$ cat config.mk
export PLATFORM = sky130hd
export DESIGN_NAME = masked_binary_pixel_gather
export DESIGN_NICKNAME = d
export VERILOG_FILES = /design/src/sv/mbpg_pkg.sv /design/src/sv/masked_binary_pixel_gather.sv /design/src/sv/mbpg_front.sv /design/src/sv/mbpg_queue.sv /design/src/sv/mbpg_back.sv
export SDC_FILE = /design/constraint.sdc
export NUM_CORES = 1
export LEC_CHECK = 0
export BUFFER_PORTS_ARGS = -buffer_cell sky130_fd_sc_hd__buf_2
export CAP_MARGIN = 20
export CORE_UTILIZATION = 65
export CTS_BUF_LIST = sky130_fd_sc_hd__clkbuf_16
export CTS_CLUSTER_SIZE = 30
export DETAILED_ROUTE_END_ITERATION = 6
export HOLD_SLACK_MARGIN = 0.03
export PLACE_DENSITY = 0.87
export SLEW_MARGIN = 40
export SYNTH_ARGS = -nofsm -noshare
export SYNTH_HDL_FRONTEND = slang
export SYNTH_SLANG_ARGS = --single-unit
$ cat constraint.sdc
create_clock -name clk -period 12.8 [get_ports clk]
set_input_delay 1.28 -clock clk [delete_from_list [all_inputs] [get_ports clk]]
set_output_delay 1.28 -clock clk [all_outputs]
set_load 0.05 [all_outputs]
$ cat src/sv/mbpg_pkg.sv
package mbpg_pkg;

  // Pixels in one image word.
  localparam int WORD_BITS = 32;
  // Width of a gathered-pixel count (0 to WORD_BITS).
  localparam int CNT_W = 6;
  // Width of the pending fill (always below WORD_BITS).
  localparam int FILL_W = 5;
  // Width of the column counter and of the row width register.
  localparam int COL_W = 16;
  // Width of the running total.
  localparam int TOTAL_W = 32;
  // Row width after reset.
  localparam logic [COL_W-1:0] ROW_WIDTH_RESET = 16'd32;
  // Default depth of the queue between front and back.
  localparam int QUEUE_DEPTH_DEF = 2;

  // One compacted word travelling from front to back.
  typedef struct packed {
    logic [WORD_BITS-1:0] bits;
    logic [CNT_W-1:0]     cnt;
    logic                 eoi;
  } mbpg_item_t;

  // Parallel bit extract: packs the source bits selected by the map down to
  // bit 0. Groups of two are compacted, then pairs of groups are merged,
  // five levels in all, each level a set of independent small shifts.
  function automatic mbpg_item_t mbpg_compact(input logic [WORD_BITS-1:0] src,
                                              input logic [WORD_BITS-1:0] map);
    logic [WORD_BITS-1:0] b;
    logic [WORD_BITS-1:0] nb;
    logic [WORD_BITS-1:0] lo;
    logic [WORD_BITS-1:0] hi;
    logic [WORD_BITS-1:0] merged;
    logic [WORD_BITS-1:0] half_mask;
    logic [WORD_BITS-1:0] size_mask;
    logic [CNT_W-1:0]     c  [WORD_BITS];
    logic [CNT_W-1:0]     nc [WORD_BITS];
    mbpg_item_t           res;
    b = src & map;
    for (int i = 0; i < WORD_BITS; i++) begin
      c[i]  = {{(CNT_W-1){1'b0}}, map[i]};
      nc[i] = '0;
    end
    for (int s = 1; s <= 5; s++) begin
      nb        = '0;
      half_mask = (32'd1 << (1 << (s - 1))) - 32'd1;
      size_mask = (s == 5) ? '1 : ((32'd1 << (1 << s)) - 32'd1);
      for (int g = 0; g < (WORD_BITS >> s); g++) begin
        lo     = (b >> (g << s)) & half_mask;
        hi     = (b >> ((g << s) + (1 << (s - 1)))) & half_mask;
        merged = (lo | (hi << c[2*g])) & size_mask;
        nb     = nb | (merged << (g << s));
        nc[g]  = c[2*g] + c[2*g+1];
      end
      b = nb;
      for (int i = 0; i < WORD_BITS; i++) begin
        c[i] = nc[i];
      end
    end
    res.bits = b;
    res.cnt  = c[0];
    res.eoi  = 1'b0;
    return res;
  endfunction

endpackage

$ cat src/sv/masked_binary_pixel_gather.sv
// Path: a word's results pass through the input stage, the queue and the
// output register, and wait in the queue behind any older words.
// Throughput: one word per cycle while the output is not stalled; a word that
// both fills a packed word and ends the image yields a full word and then a
// flush word through the single output register, and the next word waits for the flush.
// Reset (rst, synchronous) empties the pipeline, clears the packer, column
// and total, and sets the row width to 32.
module masked_binary_pixel_gather
  import mbpg_pkg::*;
#(
  parameter int QUEUE_DEPTH = QUEUE_DEPTH_DEF
) (
  input  logic                 clk,
  input  logic                 rst,
  input  logic                 cfg_write,
  input  logic [COL_W-1:0]     cfg_data,
  input  logic                 source_valid,
  output logic                 source_ready,
  input  logic [WORD_BITS-1:0] source_word,
  input  logic [WORD_BITS-1:0] map_word,
  input  logic                 end_of_image,
  output logic                 result_valid,
  input  logic                 result_ready,
  output logic [WORD_BITS-1:0] packed_word,
  output logic [CNT_W-1:0]     bits_valid,
  output logic [TOTAL_W-1:0]   total_count,
  output logic                 is_last
);

  logic       front_valid;
  logic       front_ready;
  mbpg_item_t front_item;
  logic       back_valid;
  logic       back_ready;
  mbpg_item_t back_item;

  // Front: row masking and compaction.
  mbpg_front u_front (
    .clk          (clk),
    .rst          (rst),
    .cfg_write    (cfg_write),
    .cfg_data     (cfg_data),
    .source_valid (source_valid),
    .source_ready (source_ready),
    .source_word  (source_word),
    .map_word     (map_word),
    .end_of_image (end_of_image),
    .item_valid   (front_valid),
    .item_ready   (front_ready),
    .item         (front_item)
  );

  // Queue decoupling the front from the packer.
  mbpg_queue #(
    .DEPTH (QUEUE_DEPTH)
  ) u_queue (
    .clk        (clk),
    .rst        (rst),
    .push_valid (front_valid),
    .push_ready (front_ready),
    .push_item  (front_item),
    .pop_valid  (back_valid),
    .pop_ready  (back_ready),
    .pop_item   (back_item)
  );

  // Back: packer and output register.
  mbpg_back u_back (
    .clk          (clk),
    .rst          (rst),
    .item_valid   (back_valid),
    .item_ready   (back_ready),
    .item         (back_item),
    .result_valid (result_valid),
    .result_ready (result_ready),
    .packed_word  (packed_word),
    .bits_valid   (bits_valid),
    .total_count  (total_count),
    .is_last      (is_last)
  );

`ifndef SYNTHESIS
  // Only the flush word of an image may be partly filled.
  a_full_unless_last: assert property (@(posedge clk) disable iff (rst)
    result_valid && !is_last |-> bits_valid == CNT_W'(WORD_BITS))
    else $error("non-final word is not full");

  // Bits above the valid count are zero.
  a_unused_zero: assert property (@(posedge clk) disable iff (rst)
    result_valid && bits_valid < CNT_W'(WORD_BITS) |->
      (packed_word >> bits_valid) == '0)
    else $error("packed word has bits above its count");

  // A word that stalls on the output keeps its contents.
  a_hold_stalled: assert property (@(posedge clk) disable iff (rst)
    $past(result_valid && !result_ready) && !$past(rst) |->
      result_valid && $stable(packed_word) && $stable(total_count) && $stable(is_last))
    else $error("stalled result changed");
`endif

endmodule

$ cat src/sv/mbpg_front.sv
module mbpg_front
  import mbpg_pkg::*;
(
  input  logic                 clk,
  input  logic                 rst,
  input  logic                 cfg_write,
  input  logic [COL_W-1:0]     cfg_data,
  input  logic                 source_valid,
  output logic                 source_ready,
  input  logic [WORD_BITS-1:0] source_word,
  input  logic [WORD_BITS-1:0] map_word,
  input  logic                 end_of_image,
  output logic                 item_valid,
  input  logic                 item_ready,
  output mbpg_item_t           item
);

  logic [COL_W-1:0]     row_width;
  logic [COL_W-1:0]     col;
  logic                 stage_valid;
  logic [WORD_BITS-1:0] stage_src;
  logic [WORD_BITS-1:0] stage_map;
  logic                 stage_eoi;
  logic [COL_W:0]       avail;
  logic                 row_ends;
  logic [CNT_W-1:0]     take;
  logic [WORD_BITS:0]   take_mask;
  logic                 accept;
  mbpg_item_t           packed_item;

  // Pixels left in the row, and how many of this word count.
  always_comb begin
    avail     = (col < row_width) ? ({1'b0, row_width} - {1'b0, col}) : '0;
    row_ends  = (avail <= (COL_W+1)'(WORD_BITS));
    take      = row_ends ? avail[CNT_W-1:0] : CNT_W'(WORD_BITS);
    take_mask = ((WORD_BITS+1)'(1) << take) - (WORD_BITS+1)'(1);
  end

  // The stage is free when empty or when its word moves on this cycle.
  assign source_ready = !stage_valid || item_ready;
  assign accept       = source_valid && source_ready;

  // Row width register and column counter.
  always_ff @(posedge clk) begin
    if (rst) begin
      row_width <= ROW_WIDTH_RESET;
      col       <= '0;
    end else begin
      if (cfg_write) begin
        row_width <= cfg_data;
      end
      if (accept) begin
        if (end_of_image || row_ends) begin
          col <= '0;
        end else begin
          col <= col + COL_W'(WORD_BITS);
        end
      end
    end
  end

  // Input stage holding the masked word.
  always_ff @(posedge clk) begin
    if (rst) begin
      stage_valid <= 1'b0;
    end else if (source_ready) begin
      stage_valid <= source_valid;
    end
  end

  always_ff @(posedge clk) begin
    if (accept) begin
      stage_src <= source_word;
      stage_map <= map_word & take_mask[WORD_BITS-1:0];
      stage_eoi <= end_of_image;
    end
  end

  // Compaction of the staged word on its way into the queue.
  always_comb begin
    packed_item     = mbpg_compact(stage_src, stage_map);
    packed_item.eoi = stage_eoi;
  end

  assign item_valid = stage_valid;
  assign item       = packed_item;

endmodule

$ cat src/sv/mbpg_queue.sv
module mbpg_queue
  import mbpg_pkg::*;
#(
  parameter int DEPTH = QUEUE_DEPTH_DEF
) (
  input  logic       clk,
  input  logic       rst,
  input  logic       push_valid,
  output logic       push_ready,
  input  mbpg_item_t push_item,
  output logic       pop_valid,
  input  logic       pop_ready,
  output mbpg_item_t pop_item
);

  localparam int PTR_W   = (DEPTH > 1) ? $clog2(DEPTH) : 1;
  localparam int COUNT_W = $clog2(DEPTH + 1);

  mbpg_item_t         entries [DEPTH];
  logic [PTR_W-1:0]   wr_ptr;
  logic [PTR_W-1:0]   rd_ptr;
  logic [COUNT_W-1:0] count;
  logic               push;
  logic               pop;

  assign push_ready = (count != COUNT_W'(DEPTH));
  assign pop_valid  = (count != '0);
  assign push       = push_valid && push_ready;
  assign pop        = pop_valid && pop_ready;
  assign pop_item   = entries[rd_ptr];

  // Pointers and fill count; pointers wrap at the depth.
  always_ff @(posedge clk) begin
    if (rst) begin
      wr_ptr <= '0;
      rd_ptr <= '0;
      count  <= '0;
    end else begin
      if (push) begin
        wr_ptr <= (wr_ptr == PTR_W'(DEPTH - 1)) ? '0 : wr_ptr + PTR_W'(1);
      end
      if (pop) begin
        rd_ptr <= (rd_ptr == PTR_W'(DEPTH - 1)) ? '0 : rd_ptr + PTR_W'(1);
      end
      if (push && !pop) begin
        count <= count + COUNT_W'(1);
      end else if (pop && !push) begin
        count <= count - COUNT_W'(1);
      end
    end
  end

  // Entry storage.
  always_ff @(posedge clk) begin
    if (push) begin
      entries[wr_ptr] <= push_item;
    end
  end

endmodule

$ cat src/sv/mbpg_back.sv
module mbpg_back
  import mbpg_pkg::*;
(
  input  logic                 clk,
  input  logic                 rst,
  input  logic                 item_valid,
  output logic                 item_ready,
  input  mbpg_item_t           item,
  output logic                 result_valid,
  input  logic                 result_ready,
  output logic [WORD_BITS-1:0] packed_word,
  output logic [CNT_W-1:0]     bits_valid,
  output logic [TOTAL_W-1:0]   total_count,
  output logic                 is_last
);

  logic [WORD_BITS-1:0]   pend;
  logic [FILL_W-1:0]      fill;
  logic [TOTAL_W-1:0]     total;
  logic                   flush_owed;
  logic [2*WORD_BITS-1:0] merged;
  logic [CNT_W-1:0]       new_fill;
  logic                   full;
  logic [WORD_BITS-1:0]   pend_next;
  logic [FILL_W-1:0]      fill_next;
  logic [TOTAL_W-1:0]     total_next;
  logic                   can_load;
  logic                   needs_out;

  // Merge the incoming pixels above the pending ones.
  always_comb begin
    merged     = {{WORD_BITS{1'b0}}, pend}
               | ({{WORD_BITS{1'b0}}, item.bits} << fill);
    new_fill   = CNT_W'(fill) + item.cnt;
    full       = new_fill[CNT_W-1];
    pend_next  = full ? merged[2*WORD_BITS-1:WORD_BITS] : merged[WORD_BITS-1:0];
    fill_next  = new_fill[FILL_W-1:0];
    total_next = total + TOTAL_W'(item.cnt);
  end

  assign can_load   = !result_valid || result_ready;
  assign needs_out  = full || item.eoi;
  assign item_ready = !flush_owed && (!needs_out || can_load);

  // Packer state and output register. A word that both fills the packer
  // and ends the image leaves a flush owed for the next free output slot.
  always_ff @(posedge clk) begin
    if (rst) begin
      pend         <= '0;
      fill         <= '0;
      total        <= '0;
      flush_owed   <= 1'b0;
      result_valid <= 1'b0;
    end else begin
      if (result_ready) begin
        result_valid <= 1'b0;
      end
      if (flush_owed) begin
        if (can_load) begin
          result_valid <= 1'b1;
          packed_word  <= pend;
          bits_valid   <= CNT_W'(fill);
          total_count  <= total;
          is_last      <= 1'b1;
          pend         <= '0;
          fill         <= '0;
          total        <= '0;
          flush_owed   <= 1'b0;
        end
      end else if (item_valid && item_ready) begin
        if (full) begin
          result_valid <= 1'b1;
          packed_word  <= merged[WORD_BITS-1:0];
          bits_valid   <= CNT_W'(WORD_BITS);
          total_count  <= total_next;
          is_last      <= 1'b0;
          pend         <= pend_next;
          fill         <= fill_next;
          total        <= total_next;
          flush_owed   <= item.eoi;
        end else if (item.eoi) begin
          result_valid <= 1'b1;
          packed_word  <= pend_next;
          bits_valid   <= CNT_W'(fill_next);
          total_count  <= total_next;
          is_last      <= 1'b1;
          pend         <= '0;
          fill         <= '0;
          total        <= '0;
        end else begin
          pend  <= pend_next;
          fill  <= fill_next;
          total <= total_next;
        end
      end
    end
  end

endmodule

==> metrics.yaml <==
status: "finished, violations left"
violations: "design-rule violations"
synthToLayoutAreaGrowth_pct: 10.2
critPathCaptureType: "flop"
period_share_pct: 56.5
finalSetupTns_ns: 0
routed_wl_mm: 56.5
fin_skew_ns: 0.0323
syn_area_per_cell_um2: 9.44
coreArea_um2: 32600
synthesis.area_um2: 21600
grt_max_degree: 74
critPathLaunchType: "flop"
synth_nets: 2460
crit_fanout: 22
drt_iter0_drc: 2062
drive_above_1_share_pct: 15.6
initial_core_util_pct: 66.2
final-hold-violation-count: 0
crit_top_cell: "ha_1"
path_cells: "ha_1, ha_1, fa_1, fa_1, ha_1, fa_1, ha_1, ha_1, fa_2, xnor2_1, buf_4, clkinv_1, ha_1, ha_1, ha_1, a21o_1, a21oi_1, xnor2_1"
mostFrequentLayoutCell: "nand2_1"
synth_compound_area_share_pct: 21.5
nets: 2545
synth_cells: 2287
startpoint: "u_front.stage_map[0]$_DFFE_PP_"
maxSlewViolCount: 0
cp_slowest_cell: "fa_1"
rsz0062_at_grt: "no"
postSynth.asyncResetShare_pct: 0
holdWs_ns: 0.470
dp_cells: 2777
rr_worst_depth: 18
crit_required_ns: 13.08
synth_edf_count: 214
cts_hold_buf: 0
synth_top_family_by_area: "compound AO/OA/AOI/OAI gates"
clkTransAtPathRegs_ns: 0.06
dr.pass1.iters: 7
ys_warn_count: 0
cp.arrival_ns: 7.51
io_pins: 159
cpPeakStageDelay_ns: 0.94
endpoint: "u_queue.entries[1][6]$_DFFE_PP_"
hold_path_class: "reg2reg"
final_cell_mix: "nand2_1 (221), edfxtp_1 (214), nor2_1 (209)"
first_global_vias: 17446
fmax_mhz: 138
r2r_start: "u_front.stage_map[0]$_DFFE_PP_"
clk_path_buf_depth: 3
grt_pass1_wl_mm: 89.9
fin_cells: 2840
portBuffers: 158
track_usage_pct: 32.9
die_area_um2: 34000
synthAdderAreaFrac_pct: 5.89
tightestPinTransition_ns: 0.853
pre_cts_slack_ns: 5.58
post_drt_wl_per_cell_um: 19.9
cts_buffers: 35
ys_ff_latch: 318
cts-root-buf: "clkbuf_16"
synth_simple_gate_area_share_pct: 16.3
r2r-end: "u_queue.entries[1][6]$_DFFE_PP_"
synth_cell_types: 109
row_count: 66
post_cts_resized: 0
ant_nets: 0
worst_slack_ns: 5.57
htree_levels: 2
place.gp.congestion: 1.01
tritoncts: "done"
synth-main-ff-cell: "edfxtp_1"
dieWidth_um: 184
die_y_um: 184
vias_per_cell: 6.67
clkLatencyLatePin_ns: 0.54
slew_headroom_pct: 43.1
synth-xor-area-share_pct: 3.24
finalSetupViolCount: 0
vias: 18936
r2r_slack_ns: 5.57
grt_overflow_total: 0
maxCapViolations: 0
cts_setup_buffers: 0
route.detailed.drc: 2
antenna_found_initial: 0
synth_mux_area_share_pct: 8.97
yosysSeqAreaShare_pct: 39.4
crit_type: "reg2reg"
min_period_ns: 7.23
antenna_cells: 0
cts.sinks: 318
dp_hpwl_mm: 41.2
[final cells by class]
class	count	area [um2]
multi-input combinational	1718	12200
fill	2301	8820
sequential	318	8510
timing repair buffer	182	986
clock buffer	35	876
tap	442	553
inverter	117	439
clock inverter	28	265
[worst min path at each step]
stage / from / depth (start not counted) / end / slack, ns
floorplan: u_front.stage_eoi$_DFFE_PP_ / 0 / u_queue.entries[0][0]$_DFFE_PP_ / 0.42
CTS: u_back.pend[31]$_SDFFE_PP0P_ / 1 / u_back.pend[31]$_SDFFE_PP0P_ / 0.47
finish: u_back.pend[1]$_SDFFE_PP0P_ / 2 / u_back.pend[1]$_SDFFE_PP0P_ / 0.47
global placement: u_back.pend[31]$_SDFFE_PP0P_ / 1 / u_back.pend[31]$_SDFFE_PP0P_ / 0.44
detailed placement: u_back.pend[31]$_SDFFE_PP0P_ / 1 / u_back.pend[31]$_SDFFE_PP0P_ / 0.46
global route: u_back.pend[1]$_SDFFE_PP0P_ / 2 / u_back.pend[1]$_SDFFE_PP0P_ / 0.49
[synthesized netlist by cell type, types with 33 or more instances]
cell type | number | share of area (%)
nand2_1 | 222 | 3.9
edfxtp_1 | 214 | 30
nor2_1 | 210 | 3.6
a21oi_1 | 132 | 3.1
o21ai_0 | 110 | 2.5
inv_1 | 107 | 1.9
dfxtp_1 | 104 | 9.6
clkbuf_1 | 99 | 1.7
mux2i_1 | 81 | 3.8
nand3_1 | 72 | 1.7
ha_1 | 64 | 3.7
nor3_1 | 44 | 1.0
a31oi_1 | 42 | 1.2
mux2_2 | 42 | 2.2
xnor2_1 | 42 | 1.7
o22ai_1 | 39 | 1.1
xor2_1 | 38 | 1.5
a22oi_1 | 33 | 1.1
[per-stage QoR]
step,area [um2],utilization (%)
2_1_floorplan,21600,-
3_3_place_gp,22600,69.3
3_5_place_dp,22600,69.4
4_1_cts,23800,72.9
5_1_grt,23800,73.0
6_report,23800,73.0
[per-layer routing]
layer	GRT usage [%]	vias to the layer above	wire [um]
met4	11.4	0	1990
li1	-	8804	-
met1	42.4	8874	22600
met2	56.9	1078	27400
met5	0	-	0
met3	4.19	180	4550
[worst max-delay path, delay by kind of cell, from the launching register on]
kind	cells	cell delay [ns]
fa+ha+maj	12	5.22
xor+xnor	2	0.27
buf+inv	2	0.73
compound gates	2	0.35
flops	1	0.43
[state kept, by name (all words and copies together), names as in the netlist, 2 cells and up, named ones only]
name and flops:
u_back.pend 32, u_front.col 11, u_front.stage_src 32, u_back.bits_valid 6
u_queue.count 2, u_queue.entries 78, u_back.total_count 32, u_front.row_width 16
u_back.packed_word 32, u_back.fill 5, u_front.stage_map 32, u_back.total 32
[kinds of logic (layout without fill, tap and decap cells)]
logic type	count (synthesis)	count (layout)
fa+ha+maj	88	88
buf+inv	251	362
flops	318	318
mux	152	152
simple gates	735	735
compound gates	661	661
xor+xnor	80	80
other cells	2	2
Power is left out: the tool's default activity adds up to more than one toggle a clock period on the data nets, which glitch-free logic cannot reach.
